--- config.mk ---
export PLATFORM = sky130hd
export DESIGN_NAME = base31_hash_hex_expander
export DESIGN_NICKNAME = d
export VERILOG_FILES = /design/src/hdl/b31hx_pkg.sv /design/src/hdl/b31hx_ctrl.sv /design/src/hdl/b31hx_dp.sv /design/src/hdl/base31_hash_hex_expander.sv
export SDC_FILE = /design/constraint.sdc
export NUM_CORES = 1
export LEC_CHECK = 0
export BUFFER_PORTS_ARGS = -buffer_cell sky130_fd_sc_hd__buf_4
export CAP_MARGIN = 15
export CORE_UTILIZATION = 50
export CTS_CLUSTER_SIZE = 28
export DETAILED_ROUTE_END_ITERATION = 8
export PLACE_DENSITY_LB_ADDON = 0.1
export SYNTH_ARGS = -nofsm -noshare
export SYNTH_HDL_FRONTEND = slang
export SYNTH_SLANG_ARGS = --single-unit
export TNS_END_PERCENT = 1
--- constraint.sdc ---
create_clock -name clk -period 4.2 [get_ports clk]
set_input_delay 0.42 -clock clk [delete_from_list [all_inputs] [get_ports clk]]
set_output_delay 0.42 -clock clk [all_outputs]
set_load 0.05 [all_outputs]
--- src/hdl/b31hx_pkg.sv ---
// Shared types and constants for the base-31 hash / hex digest expander.
// Used by the controller, the datapath and the top level.
package b31hx_pkg;

    localparam int HASH_W         = 32;
    localparam int BYTE_W         = 8;
    localparam int NIB_W          = 4;
    localparam int IDX_W          = 6;
    localparam int DIGITS         = 10;
    localparam int BCD_W          = DIGITS * NIB_W;
    localparam int CONV_STEPS     = HASH_W;
    localparam int STEP_W         = $clog2(CONV_STEPS);
    localparam int DIGIT_IDX_W    = $clog2(DIGITS);
    localparam int DIGEST_LEN_DEF = 64;
    localparam int HASH_SHIFT     = 5;        // x*31 = (x << 5) - x
    localparam logic [7:0] ASCII_ZERO = 8'd48;

    typedef enum logic [3:0] {
        ST_IDLE = 4'b0001,
        ST_CONV = 4'b0010,
        ST_PREP = 4'b0100,
        ST_EMIT = 4'b1000
    } state_t;

    typedef struct packed {
        logic fold;       // fold data_byte into the hash
        logic start;      // capture seed of running sum, clear step count
        logic conv_step;  // one binary-to-BCD shift
        logic prep;       // load digit pointer
        logic emit_step;  // produce one nibble
    } cmd_t;

    typedef struct packed {
        logic conv_last;
        logic emit_last;
        logic out_free;
    } stat_t;

endpackage

--- src/hdl/b31hx_ctrl.sv ---
// Controller FSM for the base-31 hash expander: accept, convert, emit.
// Depends on b31hx_pkg.
module b31hx_ctrl
(
    input  logic               clk,
    input  logic               rst_n,
    input  logic               in_valid,
    input  logic               end_only,
    input  logic               last_item,
    output logic               in_ready,
    input  b31hx_pkg::stat_t   stat,
    output b31hx_pkg::cmd_t    cmd
);

    b31hx_pkg::state_t state_reg;
    b31hx_pkg::state_t state_next;
    logic              accept;

    assign in_ready = (state_reg == b31hx_pkg::ST_IDLE);
    assign accept   = in_valid && in_ready;

    always_comb
    begin
        state_next    = state_reg;
        cmd           = '0;
        case (state_reg)
            b31hx_pkg::ST_IDLE:
            begin
                cmd.fold  = accept && !end_only;
                cmd.start = accept && last_item;
                if (accept && last_item)
                begin
                    state_next = b31hx_pkg::ST_CONV;
                end
            end
            b31hx_pkg::ST_CONV:
            begin
                cmd.conv_step = 1'b1;
                if (stat.conv_last)
                begin
                    state_next = b31hx_pkg::ST_PREP;
                end
            end
            b31hx_pkg::ST_PREP:
            begin
                cmd.prep   = 1'b1;
                state_next = b31hx_pkg::ST_EMIT;
            end
            b31hx_pkg::ST_EMIT:
            begin
                cmd.emit_step = stat.out_free;
                if (stat.out_free && stat.emit_last)
                begin
                    state_next = b31hx_pkg::ST_IDLE;
                end
            end
            default:
            begin
                state_next = b31hx_pkg::ST_IDLE;
            end
        endcase
    end

    always_ff @(posedge clk or negedge rst_n)
    begin
        if (!rst_n)
        begin
            state_reg <= b31hx_pkg::ST_IDLE;
        end
        else
        begin
            state_reg <= state_next;
        end
    end

endmodule

--- src/hdl/b31hx_dp.sv ---
// Datapath: hash accumulator, shift-add-3 decimal converter, nibble generator
// and output register. Depends on b31hx_pkg.
module b31hx_dp
#(
    parameter int DIGEST_LEN = b31hx_pkg::DIGEST_LEN_DEF
)
(
    input  logic                            clk,
    input  logic                            rst_n,
    input  logic [b31hx_pkg::BYTE_W-1:0]    data_byte,
    input  b31hx_pkg::cmd_t                 cmd,
    output b31hx_pkg::stat_t                stat,
    output logic                            out_valid,
    input  logic                            out_ready,
    output logic [b31hx_pkg::NIB_W-1:0]     hex_nibble,
    output logic [b31hx_pkg::IDX_W-1:0]     nibble_index,
    output logic                            last_nibble
);

    localparam int NW = b31hx_pkg::NIB_W;
    localparam int DW = b31hx_pkg::DIGIT_IDX_W;
    localparam logic [b31hx_pkg::IDX_W-1:0] LAST_IDX = b31hx_pkg::IDX_W'(DIGEST_LEN - 1);

    logic [b31hx_pkg::HASH_W-1:0] acc_reg, acc_next;
    logic [b31hx_pkg::BCD_W-1:0]  bcd_reg, bcd_next, bcd_adj;
    logic [b31hx_pkg::STEP_W-1:0] step_reg, step_next;
    logic [NW-1:0]                sum_reg, sum_next, sum_new;
    logic [b31hx_pkg::IDX_W-1:0]  idx_reg, idx_next;
    logic [DW-1:0]                ptr_reg, ptr_next;
    logic [DW-1:0]                top_reg, top_next;
    logic [DW-1:0]                top_calc;
    logic [NW-1:0]                digit;
    logic                         out_valid_reg, out_valid_next;
    logic [NW-1:0]                nib_reg;
    logic [b31hx_pkg::IDX_W-1:0]  nidx_reg;
    logic                         nlast_reg;
    logic [b31hx_pkg::HASH_W-1:0] byte_ext;
    logic [b31hx_pkg::HASH_W-1:0] acc_fold;

    // signed-char extension, then acc*31 + byte
    assign byte_ext = {{(b31hx_pkg::HASH_W - b31hx_pkg::BYTE_W){data_byte[b31hx_pkg::BYTE_W-1]}},
                       data_byte};
    assign acc_fold = (acc_reg << b31hx_pkg::HASH_SHIFT) - acc_reg + byte_ext;

    // shift-add-3: every BCD digit >= 5 gets +3 before the shift
    always_comb
    begin
        for (int d = 0; d < b31hx_pkg::DIGITS; d++)
        begin
            if (bcd_reg[d*NW +: NW] >= NW'(5))
            begin
                bcd_adj[d*NW +: NW] = bcd_reg[d*NW +: NW] + NW'(3);
            end
            else
            begin
                bcd_adj[d*NW +: NW] = bcd_reg[d*NW +: NW];
            end
        end
    end

    // position of the most significant nonzero digit (units when all zero)
    always_comb
    begin
        top_calc = '0;
        for (int d = 0; d < b31hx_pkg::DIGITS; d++)
        begin
            if (bcd_reg[d*NW +: NW] != '0)
            begin
                top_calc = DW'(d);
            end
        end
    end

    assign digit   = bcd_reg[ptr_reg*NW +: NW];
    assign sum_new = sum_reg + digit + b31hx_pkg::ASCII_ZERO[NW-1:0] + idx_reg[NW-1:0];

    assign stat.conv_last = (step_reg == b31hx_pkg::STEP_W'(b31hx_pkg::CONV_STEPS - 1));
    assign stat.emit_last = (idx_reg == LAST_IDX);
    assign stat.out_free  = !out_valid_reg || out_ready;

    always_comb
    begin
        acc_next       = acc_reg;
        bcd_next       = bcd_reg;
        step_next      = step_reg;
        sum_next       = sum_reg;
        idx_next       = idx_reg;
        ptr_next       = ptr_reg;
        top_next       = top_reg;
        out_valid_next = out_valid_reg && !out_ready;

        if (cmd.fold)
        begin
            acc_next = acc_fold;
        end
        if (cmd.start)
        begin
            step_next = '0;
            bcd_next  = '0;
            sum_next  = cmd.fold ? acc_fold[NW-1:0] : acc_reg[NW-1:0];
        end
        if (cmd.conv_step)
        begin
            // accumulator shifts out MSB first and is zero after the last step
            bcd_next  = {bcd_adj[b31hx_pkg::BCD_W-2:0], acc_reg[b31hx_pkg::HASH_W-1]};
            acc_next  = acc_reg << 1;
            step_next = step_reg + 1'b1;
        end
        if (cmd.prep)
        begin
            ptr_next = top_calc;
            top_next = top_calc;
            idx_next = '0;
        end
        if (cmd.emit_step)
        begin
            sum_next       = sum_new;
            idx_next       = idx_reg + 1'b1;
            ptr_next       = (ptr_reg == '0) ? top_reg : ptr_reg - 1'b1;
            out_valid_next = 1'b1;
        end
    end

    always_ff @(posedge clk or negedge rst_n)
    begin
        if (!rst_n)
        begin
            acc_reg       <= '0;
            step_reg      <= '0;
            sum_reg       <= '0;
            idx_reg       <= '0;
            ptr_reg       <= '0;
            top_reg       <= '0;
            out_valid_reg <= 1'b0;
        end
        else
        begin
            acc_reg       <= acc_next;
            step_reg      <= step_next;
            sum_reg       <= sum_next;
            idx_reg       <= idx_next;
            ptr_reg       <= ptr_next;
            top_reg       <= top_next;
            out_valid_reg <= out_valid_next;
        end
    end

    always_ff @(posedge clk)
    begin
        bcd_reg <= bcd_next;
        if (cmd.emit_step)
        begin
            nib_reg   <= sum_new;
            nidx_reg  <= idx_reg;
            nlast_reg <= (idx_reg == LAST_IDX);
        end
    end

    assign out_valid    = out_valid_reg;
    assign hex_nibble   = nib_reg;
    assign nibble_index = nidx_reg;
    assign last_nibble  = nlast_reg;

endmodule

--- src/hdl/base31_hash_hex_expander.sv ---
// Bytes: one per cycle while idle. Last item: decimal conversion (one shift-add-3
// step per cycle), then a setup state, then DIGEST_LEN nibbles at one per cycle,
// while out_ready allows, through the output register.
// Input is held off from the last item until the final nibble is registered.
// rst_n (async, active low) clears hash, counters and FSM; digits are not reset.
module base31_hash_hex_expander
#(
    parameter int DIGEST_LEN = b31hx_pkg::DIGEST_LEN_DEF
)
(
    input  logic                            clk,
    input  logic                            rst_n,
    input  logic                            in_valid,
    output logic                            in_ready,
    input  logic [b31hx_pkg::BYTE_W-1:0]    data_byte,
    input  logic                            end_only,
    input  logic                            last_item,
    output logic                            out_valid,
    input  logic                            out_ready,
    output logic [b31hx_pkg::NIB_W-1:0]     hex_nibble,
    output logic [b31hx_pkg::IDX_W-1:0]     nibble_index,
    output logic                            last_nibble
);

    b31hx_pkg::cmd_t  cmd;
    b31hx_pkg::stat_t stat;

    b31hx_ctrl u_ctrl
    (
        .clk       (clk),
        .rst_n     (rst_n),
        .in_valid  (in_valid),
        .end_only  (end_only),
        .last_item (last_item),
        .in_ready  (in_ready),
        .stat      (stat),
        .cmd       (cmd)
    );

    b31hx_dp #(.DIGEST_LEN(DIGEST_LEN)) u_dp
    (
        .clk          (clk),
        .rst_n        (rst_n),
        .data_byte    (data_byte),
        .cmd          (cmd),
        .stat         (stat),
        .out_valid    (out_valid),
        .out_ready    (out_ready),
        .hex_nibble   (hex_nibble),
        .nibble_index (nibble_index),
        .last_nibble  (last_nibble)
    );

endmodule

==> flow_summary.json, run 1 <==
{
  "status": "completed",
  "end_kind": "flop",
  "drt_iter0_markers": 374,
  "grt_max_degree": 61,
  "syn_inst": 911,
  "n_antenna_cell": 0,
  "die_h_um": 132,
  "maxSlewViolCount": 0,
  "num_vias": 6570,
  "grt_pass1_wl_mm": 31.8,
  "synthesis.nets": 1016,
  "grt_util_met3": 0.0354,
  "timing.final.ws_setup_ps": 618,
  "placed_area_um2": 8830,
  "finalNonFillerCells": 1147,
  "grt_antenna_before_repair": 0,
  "grt_pass1_vias": 6391,
  "cp_max_fo": 12,
  "grt_util_met2": 0.379,
  "max_slew.worst_pin.slew_ps": 788,
  "ys_seq_area_frac": 0.360,
  "synth_ff_type": "dfrtp_1",
  "timing.fmax_mhz": 279,
  "synth_edf_count": 51,
  "firstDrtPassIters": 5,
  "gp_congestion": 0.917,
  "setup-violations-final": 0,
  "relSlewSlack": 0.474,
  "yosysUniqueCellTypes": 67,
  "cts-root-buf": "clkbuf_16",
  "largest_reg_flops": 40,
  "worstSetupStartpointType": "flop",
  "overflow": 0,
  "min_path_type": "input port to asynchronous set/reset pin",
  "core_area_um2": 16500,
  "gr-usage-met1": 0.311,
  "synthXorXnorAreaFrac": 0.0540,
  "synth_compound_area_frac": 0.182,
  "routedWlPerCell_um": 16.3,
  "cts_num_sinks": 111,
  "drive_gt1_frac": 0.0885,
  "ys_warn_count": 0,
  "htree_levels": 3,
  "drt-total-wl_mm": 18.7,
  "viasPerCell": 5.73,
  "start_util": 0.510,
  "synth-simple-area-share": 0.146,
  "post_cts_buffers": 0,
  "fin_area_um2": 9140,
  "holdBufCountCts": 0,
  "top_usage_layer": "met2",
  "synthAdderAreaFrac": 0.163,
  "ant_nets": 0,
  "nNetsFinal": 1027,
  "dp.cells": 1131,
  "rsz0062_at_grt": "false",
  "synth_mux_area_frac": 0.0276,
  "fin_crit_sh": 0.853,
  "placementRows": 47,
  "io_buffers": 26,
  "cts_resized": 0,
  "final.setup.tns_ps": 0,
  "syn_area_um2": 8440,
  "hpwl_mm": 14.0,
  "io_pins": 27,
  "grtUsageTotal": 0.227,
  "die-area_um2": 17400,
  "cp.required_ps": 4460,
  "synthArstFlopShare": 0.541,
  "fin_skew_ps": 10.4,
  "synth_top_family_by_area": "compound AO/OA/AOI/OAI gates",
  "avgSynthCellArea_um2": 9.26,
  "area_growth_pct": 8.32,
  "cts.path.max_buffers": 2,
  "drcViolationCount": 0,
  "ys_seq_elements": 111,
  "clk_pin_slew_ps": 90,
  "finalHoldViolCount": 0,
  "cap_viol_max_count": 0,
  "fin_crit_ps": 3580,
  "tritoncts": "yes",
  "clock_latency_ps": 370,
  "cts_buffers": 9,
  "die_x_um": 132,
  "path_class": "flop to flop",
  "arrival_ps": 3840,
  "pre_cts_slack_ps": 306
}
worst max-delay path, cell delays in order, from the launching register on:
cell	delay [ps]
dfrtp_1	700
mux4_2	410
a221oi_1	300
a21oi_1	140
fa_1	470
ha_1	230
fa_1	380
xnor2_1	190
xnor2_1	170
xnor2_1	120
a221o_1	360
worst paths after layout:
check | from | endpoint | slack (ps) | depth (start not counted)
setup reg to reg | u_dp.ptr_reg[1] | u_dp.sum_reg[3] | 620 | 10
max in group asynchronous | rst_n | u_dp.acc_reg[30] | 3550 | 1
hold / removal | rst_n | u_dp.acc_reg[5] | 130 | 1
setup / recovery | u_dp.ptr_reg[1] | u_dp.sum_reg[3] | 620 | 10
hold reg to reg | u_dp.top_reg[2] | u_dp.top_reg[2] | 500 | 2
min in group clk | out_ready | u_dp.out_valid | 370 | 3
cell families (layout without fill, tap and decap cells):
| kind of cell | count (synthesis) | count (layout) |
|---|---|---|
| and+or+nand+nor | 259 | 259 |
| adders and majority gates | 91 | 91 |
| buffers and inverters | 150 | 166 |
| AOI/OAI and AO/OA | 235 | 235 |
| muxes | 13 | 13 |
| xor gates and xnor gates | 52 | 52 |
| DFF | 111 | 111 |
area by class of cell:
class | count | area [um^2]
Sequential cell | 111 | 3030
Clock inverter | 7 | 86.3
Timing Repair Buffer | 35 | 263
Multi-Input combinational cell | 650 | 4820
Clock buffer | 9 | 225
Inverter | 115 | 432
Tap cell | 220 | 275
Fill cell | 1505 | 7390
metal layers:
metal	vias to the layer above	share of wire
li1	3177	-
met1	3230	0.46
met5	-	0
met4	0	0.013
met3	17	0.042
met2	146	0.49
placed cells by master, fill, tap and decap left out, drive strengths merged, types with 5 or more instances in the layout:
cell | synthesis | final
clkinv | 1 | 5
nand4 | 5 | 5
fa | 31 | 31
and3 | 5 | 5
edfxtp | 51 | 51
and2 | 6 | 6
dfrtp | 59 | 59
o21ai | 70 | 70
nor2 | 87 | 87
mux4 | 8 | 8
buf | 9 | 35
a21oi | 69 | 69
nor3 | 16 | 16
a211oi | 6 | 6
xnor2 | 31 | 31
a21o | 13 | 13
nor2b | 9 | 9
nand2 | 74 | 74
o211ai | 6 | 6
ha | 60 | 60
a31oi | 9 | 9
nand3 | 25 | 25
a221oi | 8 | 8
inv | 114 | 117
nand2b | 17 | 17
clkbuf | 26 | 9
a22oi | 27 | 27
xor2 | 21 | 21
cell usage after synthesis, types with 13 or more instances:
cell type | n | area, um^2
clkbuf_1 | 25 | 93.8
nand3_1 | 25 | 125
nor2_1 | 87 | 327
ha_1 | 60 | 751
inv_1 | 114 | 428
a21o_1 | 13 | 97.6
nand2_1 | 73 | 274
dfrtp_1 | 59 | 1480
nand2b_1 | 17 | 106
fa_1 | 31 | 621
a21oi_1 | 67 | 335
xnor2_1 | 31 | 272
edfxtp_1 | 51 | 1530
xor2_1 | 21 | 184
a22oi_1 | 27 | 203
o21ai_0 | 61 | 305
nor3_1 | 16 | 80.1
per-stage QoR:
step            util  hold slack [ps]
2_1_floorplan      -              124
6_report       0.553              131
3_3_place_gp   0.534              473
3_5_place_dp   0.534              475
4_1_cts        0.553              176
5_1_grt        0.553              196
Power of run 1 is not shown: default switching activity piles up to over one toggle a cycle in this logic, so the estimate is an artifact.
==> run 2, diff against run 1 <==
- ABC_AREA: unset -> 1
- ABC_CLOCK_PERIOD_IN_PS: unset -> 4200
==> flow_summary.json, run 2 <==
{
  "status": "finished with violations",
  "violations": "DRC",
  "drive_gt1_frac": 0.0660,
  "min_path_type": "input port to asynchronous set/reset pin",
  "area_growth_pct": 7.20,
  "final_common_cell": "nand2_1",
  "final.setup.tns_ps": 0,
  "grt_max_degree": 61,
  "grt_pass1_wl_mm": 37.5,
  "fin_crit_sh": 0.778,
  "synth-simple-area-share": 0.239,
  "n_antenna_cell": 0,
  "grt_antenna_before_repair": 0,
  "relSlewSlack": 0.292,
  "core_area_um2": 18100,
  "synthAdderAreaFrac": 0.147,
  "synthArstFlopShare": 0.541,
  "htree_levels": 3,
  "die-area_um2": 19200,
  "grt_pass1_vias": 7610,
  "synth_top_area_frac": 0.164,
  "synth_mux_area_frac": 0.00107,
  "synth_ff_type": "dfrtp_1",
  "synth_common_cells": "303 x nand2_1, 279 x inv_1, 79 x nor2_1",
  "yosys.cell_count.top_type": "nand2_1",
  "pre_cts_slack_ps": 925,
  "ys_seq_area_frac": 0.326,
  "crit_family": "adder cells",
  "die_h_um": 138,
  "routedWlPerCell_um": 14.6,
  "hpwl_mm": 17.4,
  "grtUsageTotal": 0.247,
  "holdBufCountCts": 0,
  "nNetsFinal": 1388,
  "clock_latency_ps": 360,
  "firstDrtPassIters": 7,
  "max_slew.worst_pin.slew_ps": 1060,
  "drt-total-wl_mm": 22.1,
  "timing.final.ws_setup_ps": 933,
  "cts_num_sinks": 111,
  "synth_top_family_by_area": "simple AND/OR/NAND/NOR gates",
  "setup-violations-final": 0,
  "avgSynthCellArea_um2": 7.37,
  "synth_compound_area_frac": 0.129,
  "cts_resized": 0,
  "drcViolationCount": 4,
  "post_cts_buffers": 0,
  "io_pins": 27,
  "worstSetupStartpointType": "flop",
  "synthesis.nets": 1368,
  "arrival_ps": 3370,
  "cts.path.max_buffers": 2,
  "synthTopCellsByArea": "edfxtp_1 16%, dfrtp_1 16%, nand2_1 12%",
  "cp.buffers_inverters": 2,
  "viasPerCell": 5.12,
  "end_kind": "flop",
  "cts_buffers": 9,
  "syn_inst": 1263,
  "ys_warn_count": 0,
  "synthXorXnorAreaFrac": 0.0216,
  "fin_skew_ps": 12.8,
  "rsz0062_at_grt": "false",
  "finalHoldViolCount": 0,
  "critPathMaxStageDelay_ps": 570,
  "synth_edf_count": 51,
  "largest_reg_flops": 40,
  "overflow": 0,
  "path_depth": 14,
  "tritoncts": "yes",
  "cp.required_ps": 4310,
  "timing.fmax_mhz": 306,
  "path_class": "flop to flop",
  "r2r_cells": 14,
  "num_vias": 7764,
  "placementRows": 49,
  "drt_iter0_markers": 480,
  "ant_nets": 0,
  "gp_congestion": 0.889,
  "cts-root-buf": "clkbuf_16",
  "fin_crit_ps": 3270,
  "path_cells": "clkinv_1 -> a21oi_1 -> o21ai_0 -> nand3_1 -> nand3_1 -> o21ai_0 -> fa_1 -> ha_1 -> fa_1 -> xor2_1 -> xnor2_1 -> inv_1 -> nand2_1 -> nand2_1",
  "start_util": 0.515,
  "syn_area_um2": 9310,
  "mostFrequentLayoutCells": "302 x nand2_1, 279 x inv_1, 79 x nor2_1",
  "yosysUniqueCellTypes": 50,
  "die_x_um": 138,
  "ys_seq_elements": 111,
  "maxSlewViolCount": 0,
  "clk_pin_slew_ps": 80,
  "cap_viol_max_count": 0,
  "yosys.area.top_type": "edfxtp_1",
  "cp_max_fo": 12,
  "slowest_stage": "dfrtp_1",
  "io_buffers": 26
}
==> run 2: layer usage <==
layer | global-route usage | vias up | part of all wire
li1 | - | 4041 | -
met1 | 0.325 | 3591 | 0.47
met2 | 0.421 | 110 | 0.48
met3 | 0.0322 | 22 | 0.035
met4 | 0.0781 | 0 | 0.020
met5 | 0 | - | 0
==> run 2: worst paths after layout <==
| path | start | slack (ps) | to |
|---|---|---|---|
| worst max-delay path | u_dp.ptr_reg[1] | 930 | u_dp.hex_nibble[3] |
| worst min-delay path | rst_n | 140 | u_dp.acc_reg[1] |
| worst max register to register | u_dp.ptr_reg[1] | 930 | u_dp.hex_nibble[3] |
| worst min register to register | u_dp.idx_reg[5] | 490 | u_dp.nibble_index[5] |
| max in group asynchronous | rst_n | 3490 | u_dp.top_reg[1] |
| min in group clk | out_ready | 430 | u_dp.out_valid |
==> run 2: worst reg2reg max path: stages, from the launching register on <==
cell      delay [ps]
dfrtp_1          570
clkinv_1         320
a21oi_1          170
o21ai_0          100
nand3_1           90
nand3_1           90
o21ai_0          120
fa_1             460
ha_1             220
fa_1             370
xor2_1           160
xnor2_1          170
inv_1             50
nand2_1           60
nand2_1           70
==> run 2: cell families after synthesis <==
| group | Yosys count |
|---|---|
| AND/OR/NAND/NOR | 511 |
| buffers and inverters | 320 |
| AO/OA/AOI/OAI | 206 |
| flip-flops | 111 |
| adder cells (fa/ha/maj) | 91 |
| XOR/XNOR | 23 |
| multiplexers | 1 |
==> run 2: stage by stage <==
| stage | hold WS (ps) | cell area, um^2 | instances | utilization |
|---|---|---|---|---|
| 5_1_grt | 220 | 9980 | 1517 | 0.552 |
| 6_report | 143 | 9980 | 1517 | 0.552 |
| 4_1_cts | 192 | 9970 | 1516 | 0.551 |
| 2_1_floorplan | 124 | 9310 | 1263 | - |
| 3_5_place_dp | 465 | 9680 | 1500 | 0.535 |
| 3_3_place_gp | 465 | 9680 | 1500 | 0.535 |
==> run 2: area by class of cell <==
cell class              count  area (um^2)
well taps                 229          287
repair buffers             30          233
flip-flops and latches    111         3030
multi-input cells         832         5010
clock inverters             6         38.8
fillers                  1792         8100
inverters                 299         1130
clock buffers              10          250
Power of run 2 is left out for the same reason.
==> run 3, diff against run 2 <==
- ABC_AREA: 1 -> 0
- ABC_CLOCK_PERIOD_IN_PS: 4200 -> 2730
- clock period: 4.2 -> 2.73 ns (I/O delays scaled with it)
==> flow_summary.json, run 3 (same netlist as run 1, synthesis figures left out) <==
{
  "arrival_ps": 3450,
  "holdBufCountCts": 0,
  "cts.path.max_buffers": 2,
  "grt_pass1_wl_mm": 34.8,
  "timing.rr.end": "u_dp.sum_reg[3]",
  "cp.required_ps": 2980,
  "rsz0062_at_grt": "true",
  "htree_levels": 3,
  "pre_cts_slack_ps": -614,
  "hpwl_mm": 15.5,
  "die_x_um": 132,
  "nNetsFinal": 1173,
  "clock_latency_ps": 360,
  "io_pins": 27,
  "num_vias": 7044,
  "crit_path_end": "u_dp.sum_reg[3]",
  "cp_max_fo": 4,
  "final_util": 0.635,
  "final_common_cell": "buf_4",
  "clk_pin_slew_ps": 70,
  "start_util": 0.510,
  "r2r_cells": 10,
  "worstSetupStartpointType": "flop",
  "ant_nets": 0,
  "cap_viol_max_count": 0,
  "cts-root-buf": "clkbuf_16",
  "core_area_um2": 16500,
  "grt_max_degree": 61,
  "timing.fmax_mhz": 312,
  "die-area_um2": 17400,
  "maxSlewViolCount": 0,
  "timing.final.ws_setup_ps": -478,
  "gp_congestion": 0.874,
  "fin_skew_ps": 10.9,
  "mostFrequentLayoutCells": "178 x buf_4, 109 x inv_1, 87 x nor2_1",
  "grtUsageTotal": 0.248,
  "fin_crit_ps": 3210,
  "path_class": "flop to flop",
  "relSlewSlack": 0.475,
  "drt_iter0_markers": 509,
  "tritoncts": "yes",
  "drive_gt1_frac": 0.245,
  "finalHoldViolCount": 4,
  "whs_ps": -12.7,
  "crit_start": "u_dp.ptr_reg[0]",
  "ff2ff_setup_slack_ps": -480,
  "cts_buffers": 9,
  "cts_num_sinks": 111,
  "largest_reg_flops": 40,
  "overflow": 0,
  "min_path_type": "input port to asynchronous set/reset pin",
  "grt_pass1_vias": 6980,
  "viasPerCell": 5.45,
  "die_h_um": 132,
  "end_kind": "flop",
  "violations": "hold timing, setup timing",
  "grt_antenna_before_repair": 0,
  "fin_crit_sh": 1.18,
  "drcViolationCount": 0,
  "area_growth_pct": 24.3,
  "drt-total-wl_mm": 20.3,
  "firstDrtPassIters": 6,
  "max_slew.worst_pin.slew_ps": 788,
  "reg2reg_from": "u_dp.ptr_reg[0]",
  "io_buffers": 26,
  "status": "finished with violations",
  "setup-violations-final": 14,
  "placementRows": 47,
  "routedWlPerCell_um": 15.7,
  "n_antenna_cell": 0
}
[run 3: timing repair]
item                       4_1_cts  5_1_grt
setup endpoints to repair       24       25
resized for setup               26       16
pin swaps                       11       10
buffers inserted                 0        0
[run 3: area by class of cell]
| cell class | instances | area [um^2] |
|---|---|---|
| Tap cell | 220 | 275 |
| Sequential cell | 111 | 3040 |
| Timing Repair Buffer | 181 | 1390 |
| Multi-Input combinational cell | 650 | 5060 |
| Clock inverter | 5 | 58.8 |
| Inverter | 115 | 435 |
| Clock buffer | 11 | 233 |
| Fill cell | 1353 | 6040 |
[run 3: worst min-delay path by stage]
stage | start | end | depth (start not counted) | slack (ps)
2_1_floorplan | rst_n | u_ctrl.state_reg[1] | 0 | -20
3_3_place_gp | rst_n | u_dp.acc_reg[5] | 1 | 400
3_5_place_dp | rst_n | u_dp.acc_reg[4] | 1 | 400
4_1_cts | rst_n | u_dp.acc_reg[4] | 1 | 10
5_1_grt | rst_n | u_dp.acc_reg[4] | 1 | 60
6_report | rst_n | u_dp.acc_reg[4] | 1 | -10
[run 3: per-layer routing]
metal,vias to the layer above,routed length (um),track usage
li1,3457,-,-
met1,3444,9710,0.354
met2,125,9680,0.401
met3,18,639,0.0373
met4,0,248,0.0543
met5,-,0,0
[run 3: stage by stage]
stage	area (um^2)	hold WS (ps)	setup TNS (ps)	instances
finish	10500	-12.7	-2860	1293
global route	10500	60.3	-5660	1293
CTS	10400	14.9	-3010	1293
detailed placement	9990	403	-8830	1277
global placement	9990	396	-7590	1277
floorplan	8480	-22.6	-15350	911
[run 3: critical path, stage by stage, from the launching register on]
cell,delay (ps)
dfrtp_2,410
mux4_2,540
a221oi_2,300
a21oi_2,70
fa_1,450
ha_2,200
fa_2,370
xnor2_2,150
xnor2_2,140
xnor2_1,150
a221o_1,320
Power of run 3 is left out for the same reason.
